**src/rtl/keyed_burst_coalescer_top_macros.svh**
```systemverilog
// assertion macros shared by the keyed burst coalescer rtl
`ifndef KEYED_BURST_COALESCER_TOP_MACROS_SVH
`define KEYED_BURST_COALESCER_TOP_MACROS_SVH
`ifndef NO_ASSERTIONS
// same-cycle implication, checked at every rising edge out of reset
`define KBC_ASSERT_NOW(label, clk, rst, ante, cons, msg) \
   label: assert property (@(posedge clk) disable iff (rst) (ante) |-> (cons)) \
      else $error(msg);
// next-cycle implication
`define KBC_ASSERT_NEXT(label, clk, rst, ante, cons, msg) \
   label: assert property (@(posedge clk) disable iff (rst) (ante) |=> (cons)) \
      else $error(msg);
`else
`define KBC_ASSERT_NOW(label, clk, rst, ante, cons, msg)
`define KBC_ASSERT_NEXT(label, clk, rst, ante, cons, msg)
`endif
`endif

```
**src/rtl/kbc_pkg.sv**
```systemverilog
// types and constants of the keyed burst coalescer
package kbc_pkg;

   localparam int SRC_W    = 8;
   localparam int TGT_W    = 8;
   localparam int AMT_W    = 12;
   localparam int SUM_W    = 16;
   localparam int TICK_W   = 16;
   localparam int AGE_W    = 8;
   localparam int REQ_DATA_W = 32;
   localparam int RSP_DATA_W = 40;
   localparam logic [SUM_W-1:0] SUM_MAX = {SUM_W{1'b1}};
   localparam logic [AGE_W-1:0] MIN_AGE_RESET = 8'd4;

   // request kinds carried on tuser
   localparam logic REQ_HIT  = 1'b0;
   localparam logic REQ_TICK = 1'b1;

   // result kinds carried on tuser
   localparam logic KIND_BURST = 1'b0;
   localparam logic KIND_DROP  = 1'b1;

   typedef enum logic [1:0] {
      ST_IDLE = 2'b01,
      ST_SCAN = 2'b10
   } state_type;

   // one open burst
   typedef struct packed {
      logic [SRC_W-1:0]  src;
      logic [TGT_W-1:0]  tgt;
      logic [SUM_W-1:0]  sum;
      logic              fr;
      logic [TICK_W-1:0] stamp;
   } entry_type;

   // control broadcast from the top level to every cell
   typedef struct packed {
      logic              insert;
      logic              merge;
      logic              scan_step;
      logic              keep_head;
      logic [SRC_W-1:0]  src;
      logic [TGT_W-1:0]  tgt;
      logic [AMT_W-1:0]  amt;
      logic              fr;
   } cell_ctl_type;

endpackage

```
**src/rtl/kbc_cell.sv**
```systemverilog
// one burst cell of the coalescer chain
module kbc_cell (
   input  logic                  clock,
   input  kbc_pkg::cell_ctl_type ctl,
   input  logic                  occupied,
   input  logic                  is_tail,
   input  kbc_pkg::entry_type    lower,
   input  kbc_pkg::entry_type    upper,
   input  kbc_pkg::entry_type    head,
   output kbc_pkg::entry_type    entry,
   output logic                  match
);

   kbc_pkg::entry_type           entry_ff;
   kbc_pkg::entry_type           entry_in;
   logic [kbc_pkg::SUM_W:0]      sum_ext;

   // key compare and next entry
   always_comb begin
      match    = occupied && (entry_ff.src == ctl.src) && (entry_ff.tgt == ctl.tgt);
      sum_ext  = {1'b0, entry_ff.sum}
               + {{(kbc_pkg::SUM_W + 1 - kbc_pkg::AMT_W){1'b0}}, ctl.amt};
      entry_in = entry_ff;
      if (ctl.insert) begin
         // new burst enters at the newest end, the rest move one place older
         entry_in = lower;
      end else if (ctl.merge && match) begin
         entry_in.sum = sum_ext[kbc_pkg::SUM_W] ? kbc_pkg::SUM_MAX
                                                : sum_ext[kbc_pkg::SUM_W-1:0];
         entry_in.fr  = ctl.fr;
      end else if (ctl.scan_step) begin
         // scan moves the row one place newer, kept head wraps to the tail
         entry_in = (is_tail && ctl.keep_head) ? head : upper;
      end
   end

   always_ff @(posedge clock) begin
      entry_ff <= entry_in;
   end

   assign entry = entry_ff;

endmodule

```
**src/rtl/keyed_burst_coalescer_top.sv**
```systemverilog
// keyed burst coalescer: hits merge into a row of burst cells, ticks emit matured bursts
// a dropped hit shows its result on the next cycle
// a tick scans the open bursts one cell per cycle then flushes,
// one beat per matured burst, the last one set up by the flush; a stalled sink stalls the scan
// reset clears the burst count, tick counter and control, min age returns to 4; cells hold
`include "keyed_burst_coalescer_top_macros.svh"
module keyed_burst_coalescer_top #(
   parameter int DEPTH = 16
) (
   input  logic                             clock,
   input  logic                             reset,
   // source_id[7:0], target_id[15:8], amount[27:16], friendly[28], zero fill
   input  logic [kbc_pkg::REQ_DATA_W-1:0]   req_tdata,
   // req_type
   input  logic                             req_tuser,
   input  logic                             req_tvalid,
   output logic                             req_tready,
   // out_source[7:0], out_target[15:8], total[31:16], out_friendly[32], zero fill
   output logic [kbc_pkg::RSP_DATA_W-1:0]   rsp_tdata,
   // kind
   output logic                             rsp_tuser,
   output logic                             rsp_tlast,
   output logic                             rsp_tvalid,
   input  logic                             rsp_tready,
   input  logic                             csr_wr_en,
   input  logic [kbc_pkg::AGE_W-1:0]        csr_wr_data
);

   localparam int CNT_W = $clog2(DEPTH + 1);

   kbc_pkg::state_type              state_ff, state_in;
   logic [CNT_W-1:0]                count_ff, count_in;
   logic [CNT_W-1:0]                remain_ff, remain_in;
   logic [kbc_pkg::TICK_W-1:0]      now_ff, now_in;
   logic [kbc_pkg::AGE_W-1:0]       min_age_ff;
   logic                            pend_vld_ff, pend_vld_in;
   kbc_pkg::entry_type              pend_ff, pend_in;
   logic                            rsp_vld_ff, rsp_vld_in;
   logic [kbc_pkg::RSP_DATA_W-1:0]  rsp_data_ff, rsp_data_in;
   logic                            rsp_kind_ff, rsp_kind_in;
   logic                            rsp_last_ff, rsp_last_in;

   kbc_pkg::cell_ctl_type           ctl;
   kbc_pkg::entry_type              cell_q [DEPTH];
   kbc_pkg::entry_type              new_entry;
   kbc_pkg::entry_type              head;
   logic [DEPTH-1:0]                match_vec;
   logic                            any_match;
   logic                            full;
   logic                            out_free;
   logic                            req_acc;
   logic                            hit_acc;
   logic                            tick_acc;
   logic                            step;
   logic                            ripe;
   logic [kbc_pkg::TICK_W-1:0]      age;

   // request field decode
   assign new_entry.src   = req_tdata[7:0];
   assign new_entry.tgt   = req_tdata[15:8];
   assign new_entry.sum   = {{(kbc_pkg::SUM_W - kbc_pkg::AMT_W){1'b0}}, req_tdata[27:16]};
   assign new_entry.fr    = req_tdata[28];
   assign new_entry.stamp = now_ff;

   assign head      = cell_q[0];
   assign any_match = |match_vec;
   assign full      = (count_ff == CNT_W'(DEPTH));
   assign out_free  = !rsp_vld_ff || rsp_tready;
   assign req_tready = (state_ff == kbc_pkg::ST_IDLE) && out_free;
   assign req_acc   = req_tvalid && req_tready;
   assign hit_acc   = req_acc && (req_tuser == kbc_pkg::REQ_HIT);
   assign tick_acc  = req_acc && (req_tuser == kbc_pkg::REQ_TICK);
   assign step      = (state_ff == kbc_pkg::ST_SCAN) && (remain_ff != '0) && out_free;

   // age of the head burst against the advanced tick count
   assign age  = now_ff - head.stamp;
   assign ripe = age >= {{(kbc_pkg::TICK_W - kbc_pkg::AGE_W){1'b0}}, min_age_ff};

   // broadcast control for the row
   always_comb begin
      ctl.insert    = hit_acc && !any_match && !full;
      ctl.merge     = hit_acc;
      ctl.scan_step = step;
      ctl.keep_head = !ripe;
      ctl.src       = new_entry.src;
      ctl.tgt       = new_entry.tgt;
      ctl.amt       = req_tdata[27:16];
      ctl.fr        = new_entry.fr;
   end

   // row of burst cells, newest at cell 0
   for (genvar i = 0; i < DEPTH; i++) begin : g_cell
      kbc_pkg::entry_type lower_w;
      kbc_pkg::entry_type upper_w;
      if (i == 0) begin : g_first
         assign lower_w = new_entry;
      end else begin : g_mid_lo
         assign lower_w = cell_q[i-1];
      end
      if (i == DEPTH - 1) begin : g_last
         assign upper_w = head;
      end else begin : g_mid_hi
         assign upper_w = cell_q[i+1];
      end
      kbc_cell u_cell (
         .clock    (clock),
         .ctl      (ctl),
         .occupied (count_ff > CNT_W'(i)),
         .is_tail  (count_ff == CNT_W'(i + 1)),
         .lower    (lower_w),
         .upper    (upper_w),
         .head     (head),
         .entry    (cell_q[i]),
         .match    (match_vec[i])
      );
   end

   // sequencer, pending beat and output register
   always_comb begin
      state_in    = state_ff;
      count_in    = count_ff;
      remain_in   = remain_ff;
      now_in      = now_ff;
      pend_vld_in = pend_vld_ff;
      pend_in     = pend_ff;
      rsp_vld_in  = rsp_vld_ff && !rsp_tready;
      rsp_data_in = rsp_data_ff;
      rsp_kind_in = rsp_kind_ff;
      rsp_last_in = rsp_last_ff;
      case (state_ff)
         kbc_pkg::ST_IDLE: begin
            if (hit_acc && !any_match) begin
               if (!full) begin
                  count_in = count_ff + CNT_W'(1);
               end else begin
                  // dropped hit reported straight away
                  rsp_vld_in  = 1'b1;
                  rsp_kind_in = kbc_pkg::KIND_DROP;
                  rsp_last_in = 1'b1;
                  rsp_data_in = {7'd0, new_entry.fr, new_entry.sum,
                                 new_entry.tgt, new_entry.src};
               end
            end else if (tick_acc) begin
               now_in    = now_ff + kbc_pkg::TICK_W'(1);
               remain_in = count_ff;
               state_in  = kbc_pkg::ST_SCAN;
            end
         end
         kbc_pkg::ST_SCAN: begin
            if (step) begin
               remain_in = remain_ff - CNT_W'(1);
               if (ripe) begin
                  count_in    = count_ff - CNT_W'(1);
                  pend_vld_in = 1'b1;
                  pend_in     = head;
                  if (pend_vld_ff) begin
                     rsp_vld_in  = 1'b1;
                     rsp_kind_in = kbc_pkg::KIND_BURST;
                     rsp_last_in = 1'b0;
                     rsp_data_in = {7'd0, pend_ff.fr, pend_ff.sum, pend_ff.tgt, pend_ff.src};
                  end
               end
            end else if ((remain_ff == '0) && out_free) begin
               // flush the held burst as the final beat
               if (pend_vld_ff) begin
                  rsp_vld_in  = 1'b1;
                  rsp_kind_in = kbc_pkg::KIND_BURST;
                  rsp_last_in = 1'b1;
                  rsp_data_in = {7'd0, pend_ff.fr, pend_ff.sum, pend_ff.tgt, pend_ff.src};
               end
               pend_vld_in = 1'b0;
               state_in    = kbc_pkg::ST_IDLE;
            end
         end
         default: begin
            state_in = kbc_pkg::ST_IDLE;
         end
      endcase
   end

   // control registers
   always_ff @(posedge clock) begin
      if (reset) begin
         state_ff    <= kbc_pkg::ST_IDLE;
         count_ff    <= '0;
         remain_ff   <= '0;
         now_ff      <= '0;
         pend_vld_ff <= 1'b0;
         rsp_vld_ff  <= 1'b0;
         min_age_ff  <= kbc_pkg::MIN_AGE_RESET;
      end else begin
         state_ff    <= state_in;
         count_ff    <= count_in;
         remain_ff   <= remain_in;
         now_ff      <= now_in;
         pend_vld_ff <= pend_vld_in;
         rsp_vld_ff  <= rsp_vld_in;
         if (csr_wr_en) begin
            min_age_ff <= csr_wr_data;
         end
      end
   end

   // payload registers
   always_ff @(posedge clock) begin
      pend_ff     <= pend_in;
      rsp_data_ff <= rsp_data_in;
      rsp_kind_ff <= rsp_kind_in;
      rsp_last_ff <= rsp_last_in;
   end

   assign rsp_tvalid = rsp_vld_ff;
   assign rsp_tdata  = rsp_data_ff;
   assign rsp_tuser  = rsp_kind_ff;
   assign rsp_tlast  = rsp_last_ff;

   // checks
   `KBC_ASSERT_NOW(a_count_bound, clock, reset, 1'b1, count_ff <= CNT_W'(DEPTH), "burst count above depth")
   `KBC_ASSERT_NOW(a_remain_bound, clock, reset, state_ff == kbc_pkg::ST_SCAN, remain_ff <= count_ff, "scan remainder above burst count")
   `KBC_ASSERT_NOW(a_pend_idle, clock, reset, state_ff == kbc_pkg::ST_IDLE, !pend_vld_ff, "held burst left over after scan")
   `KBC_ASSERT_NEXT(a_tick_start, clock, reset, tick_acc, (state_ff == kbc_pkg::ST_SCAN) && (remain_ff == $past(count_ff)), "tick did not start a full scan")
   `KBC_ASSERT_NEXT(a_idle_count, clock, reset, (state_ff == kbc_pkg::ST_IDLE) && !req_acc, count_ff == $past(count_ff), "burst count moved while idle")

endmodule
```
**config.mk**
```make
export PLATFORM = sky130hd
export DESIGN_NAME = keyed_burst_coalescer_top
export DESIGN_NICKNAME = d
export VERILOG_FILES = /design/src/rtl/kbc_pkg.sv /design/src/rtl/kbc_cell.sv /design/src/rtl/keyed_burst_coalescer_top.sv
export VERILOG_INCLUDE_DIRS = /design/src /design/src/rtl
export SDC_FILE = /design/constraint.sdc
export NUM_CORES = 2
export LEC_CHECK = 0
export BUFFER_PORTS_ARGS = -buffer_cell sky130_fd_sc_hd__buf_4
export CAP_MARGIN = 10
export CORE_AREA = 2 2 384 386
export DETAILED_ROUTE_END_ITERATION = 10
export DIE_AREA = 0 0 386 388
export PLACE_DENSITY_LB_ADDON = 0.05
export SYNTH_ARGS = -nofsm -noshare
export SYNTH_HDL_FRONTEND = slang
export SYNTH_HIERARCHICAL = 1
export SYNTH_SLANG_ARGS = --single-unit
```
**constraint.sdc**
```tcl
create_clock -name clock -period 7.43 [get_ports clock]
set_clock_uncertainty 0.2 [all_clocks]
set_input_delay 1.1145 -clock clock [delete_from_list [all_inputs] [get_ports clock]]
set_output_delay 1.1145 -clock clock [all_outputs]
set_load 0.02 [all_outputs]
```
==> flow_summary.ini <==
[clock_tree]
hold_buffers = 0
clkSinkCount = 890
clock_latency_ns = 0.77
root_buffer = clkbuf_16
htree_levels = 3
postCtsSetupRepairBufs = 0
numCtsBuffers = 109
cts_resized = 0
max-clock-path-buffers = 3
clk_pin_slew_ns = 0.06
cts_tree = done

[placed_design]
port-buffer-count = 79
dp_hpwl_um = 137000
postPlaceCellArea_mm2 = 0.06627
place.gp.congestion = 0.9044

[detailed_routing]
remaining_drc_errors = 0
wl_per_cell_um = 22.94
num_vias = 49310
antenna_left = 0
drtIter0Drc = 4036
dr.pass1.iters = 5
wl_um = 189000
via_per_inst = 5.985

[die]
dieArea_mm2 = 0.1498
placementRows = 140
die_h_um = 388
core_mm2 = 0.1452
io_pins = 90
start_util = 0.4393
fp.dieW_um = 386

[timing]
setup_violations = 0
maxSlewHeadroom = 0.2902
fin_tns_setup_ns = 0
tightest_slew_ns = 1.065
clock.fmax_mhz = 157.2
period_share = 0.8561
rsz0062_at_grt = false
slew_violations = 0
hold_viol_final = 0
fin_crit_ns = 6.361

[final_layout]
final_common_cell = nand2_1
fin_util = 0.4805
synthToLayoutAreaGrowth_pct = 9.387
fin_area_mm2 = 0.06978
nets = 6527
drive_gt1_frac = 0.1405
most-common-layout-cells = nand2_1, edfxtp_1, o21ai_0, mux2i_1, xnor2_1

[setup_path]
cp-startpoint = g_cell[0].u_cell/entry[6]$_DFFE_PP_
start_kind = flip-flop
arrival_ns = 6.63
critPathKind = reg -> reg
worstPathRequired_ns = 7.70
crit_path_max_fanout = 33
worst_r2r_startpoint = g_cell[0].u_cell/entry[6]$_DFFE_PP_
r2r_slack_ns = 1.07
endpoint_kind = flip-flop
r2r_end = g_cell[1].u_cell/entry[16]$_DFFE_PP_
reg2reg_depth = 20

[logic_synthesis]
synth_ff_type = edfxtp_1
syn-cell-area_mm2 = 0.06379
ys_ff_latch = 890
yosysSeqAreaShare = 0.4130
ys_warn_count = 6
synth-edff-count = 852
synth.distinct_cells = 95
avgSynthCellArea_um2 = 10.13
synthCells = 6297
async_reset_ff_frac = 0

[min_path]
hp-class = reg -> reg
hold_end = min_age_ff[7]$_SDFFE_PP0P_
hp-start = min_age_ff[7]$_SDFFE_PP0P_
whs_path_depth = 2

[global_routing]
grt_overflow = 0
grt_usage = 0.2465
grt_max_degree = 218
grt_pass1_vias = 48760
grt_pass1_wl_um = 292800
antenna_found_initial = 3

[power_and_ir_drop]
p_switching_uw = 4783
p_comb_frac = 0.213
clock_power_share = 0.351
p_seq_frac = 0.436
finalPower_uw = 15290
power_leakage_uw = 0.02768
max-vdd-ir-drop_mv = 0.1946
sw_frac_of_total = 0.3128
power_density_mw_per_mm2 = 219.1
p_int_uw = 10500

[run]
cap_violations = 0

[outcome]
status = finished clean
## routing by layer
metal / up-vias / wire [um] / global-route usage
li1: 23650 / - / -
met1: 24400 / 85980 / 0.3363
met2: 1015 / 91180 / 0.4154
met3: 240 / 7525 / 0.02911
met4: 0 / 4318 / 0.05759
met5: - / 0 / 0
## worst max-delay path, cell delays in order, from the launching register on
cell and delay (ns):
edfxtp_1 0.89, inv_1 0.10, ha_1 0.41, a21oi_1 0.32, nand2_1 0.15, o21a_1 0.22
xor2_1 0.15, ha_1 0.31, a21oi_1 0.16, o21ai_0 0.11, a211oi_1 0.23, o41ai_1 0.12
nor4_2 0.35, nand4_1 0.24, buf_4 0.24, inv_4 0.35, buf_4 0.43, nand2_4 0.25
buf_4 0.39, a211oi_1 0.32, o31ai_1 0.10
## flip-flops by register name (all words and copies together) (netlist names)
name / flops
count_ff: 5
rsp_tuser: 1
pend_vld_ff: 1
rsp_tdata: 33
min_age_ff: 8
state_ff: 2
rsp_tlast: 1
now_ff: 16
g_cell.u_cell/entry: 784
pend_ff: 33
remain_ff: 5
rsp_tvalid: 1
## power by group through the flow
stage          clock, uW  combinational [uW]  sequential [uW]
2_1_floorplan          0                2390             6590
3_3_place_gp           0                3160             6780
3_5_place_dp           0                3220             6770
4_1_cts             5520                3240             6680
5_1_grt             5710                3600             6720
6_report            5370                3250             6660
## cell type report
cell class              count  area, um2
clock inverters            59      656.9
fillers                 13650      75430
well taps                1917       2399
multi-input cells        4955      35560
clock buffers             135       2855
flip-flops and latches    890      26350
diodes                      1      2.502
inverters                 101      381.6
repair buffers            181       1584
## cell families after synthesis
family                   Yosys count  synth area share
AO/OA/AOI/OAI                   1752            0.1922
XOR/XNOR                         448           0.06151
adder cells (fa/ha/maj)          243           0.04966
buffers and inverters            462           0.03334
flip-flops                       890            0.4130
multiplexers                     689            0.1109
other                              1        0.00005878
AND/OR/NAND/NOR                 1812            0.1395
## Yosys cell counts, types with 16 or more instances
master     instances  area (um2)
o211ai_1          29       217.7
buf_4             21       157.7
nand2_1          952        3573
buf_2             72       360.4
buf_1             41       153.9
nand3_1          157       785.8
or3_1             18       112.6
a31oi_1           47       294.0
clkbuf_1         198       743.2
a21oi_1          197       986.0
nand4_1           63       394.1
a21o_1            81       608.1
a2111oi_0         30       262.8
xor2_1           168        1471
nor3_1            73       365.4
o31ai_2           83        1039
o21a_1            39       292.8
xnor2_1          280        2452
edfxtp_1         852       25580
or4_1             23       172.7
nor2b_1           16       100.1
buf_6             26       292.8
a21oi_2           17       148.9
and3_1           129       807.0
mux2i_1          552        5525
a22o_1            18       157.7
inv_1             93       349.1
o21ai_0          638        3193
dfxtp_1           38       760.7
o22ai_2           64       800.8
a211oi_1         116       870.8
a221oi_1          17       148.9
nor3_2            78       780.8
mux2_2           136        1531
nor4_2            19       237.7
o21ai_1          106       530.5
nor2_1           181       679.4
fa_1              17       340.3
ha_1             226        2828
o22ai_1           55       344.1
nand2b_1          17       106.4
o31ai_1           34       255.2
o21bai_1          32       240.2
## how the worst max path moves through the flow
stage | to | slack, ns | cells after the start
3_5_place_dp | g_cell[1].u_cell/entry[16]$_DFFE_PP_ | 1.07 | 20
2_1_floorplan | g_cell[0].u_cell/entry[0]$_DFFE_PP_ | 0.71 | 11
6_report | g_cell[1].u_cell/entry[16]$_DFFE_PP_ | 1.07 | 20
3_3_place_gp | g_cell[1].u_cell/entry[16]$_DFFE_PP_ | 1.15 | 20
5_1_grt | g_cell[1].u_cell/entry[16]$_DFFE_PP_ | 0.64 | 20
4_1_cts | g_cell[1].u_cell/entry[16]$_DFFE_PP_ | 1.02 | 20
## stage by stage
stage               instances  hold WS (ns)  worst slack (ns)
floorplan                6307        0.2604            0.7095
global placement         8044        0.2792             1.153
detailed placement       8044        0.2873             1.065
CTS                      8238        0.2995             1.016
global route             8238        0.3221            0.6350
finish                   8239        0.2950             1.069
No activity file was read; power rests on OpenSTA's default activity.
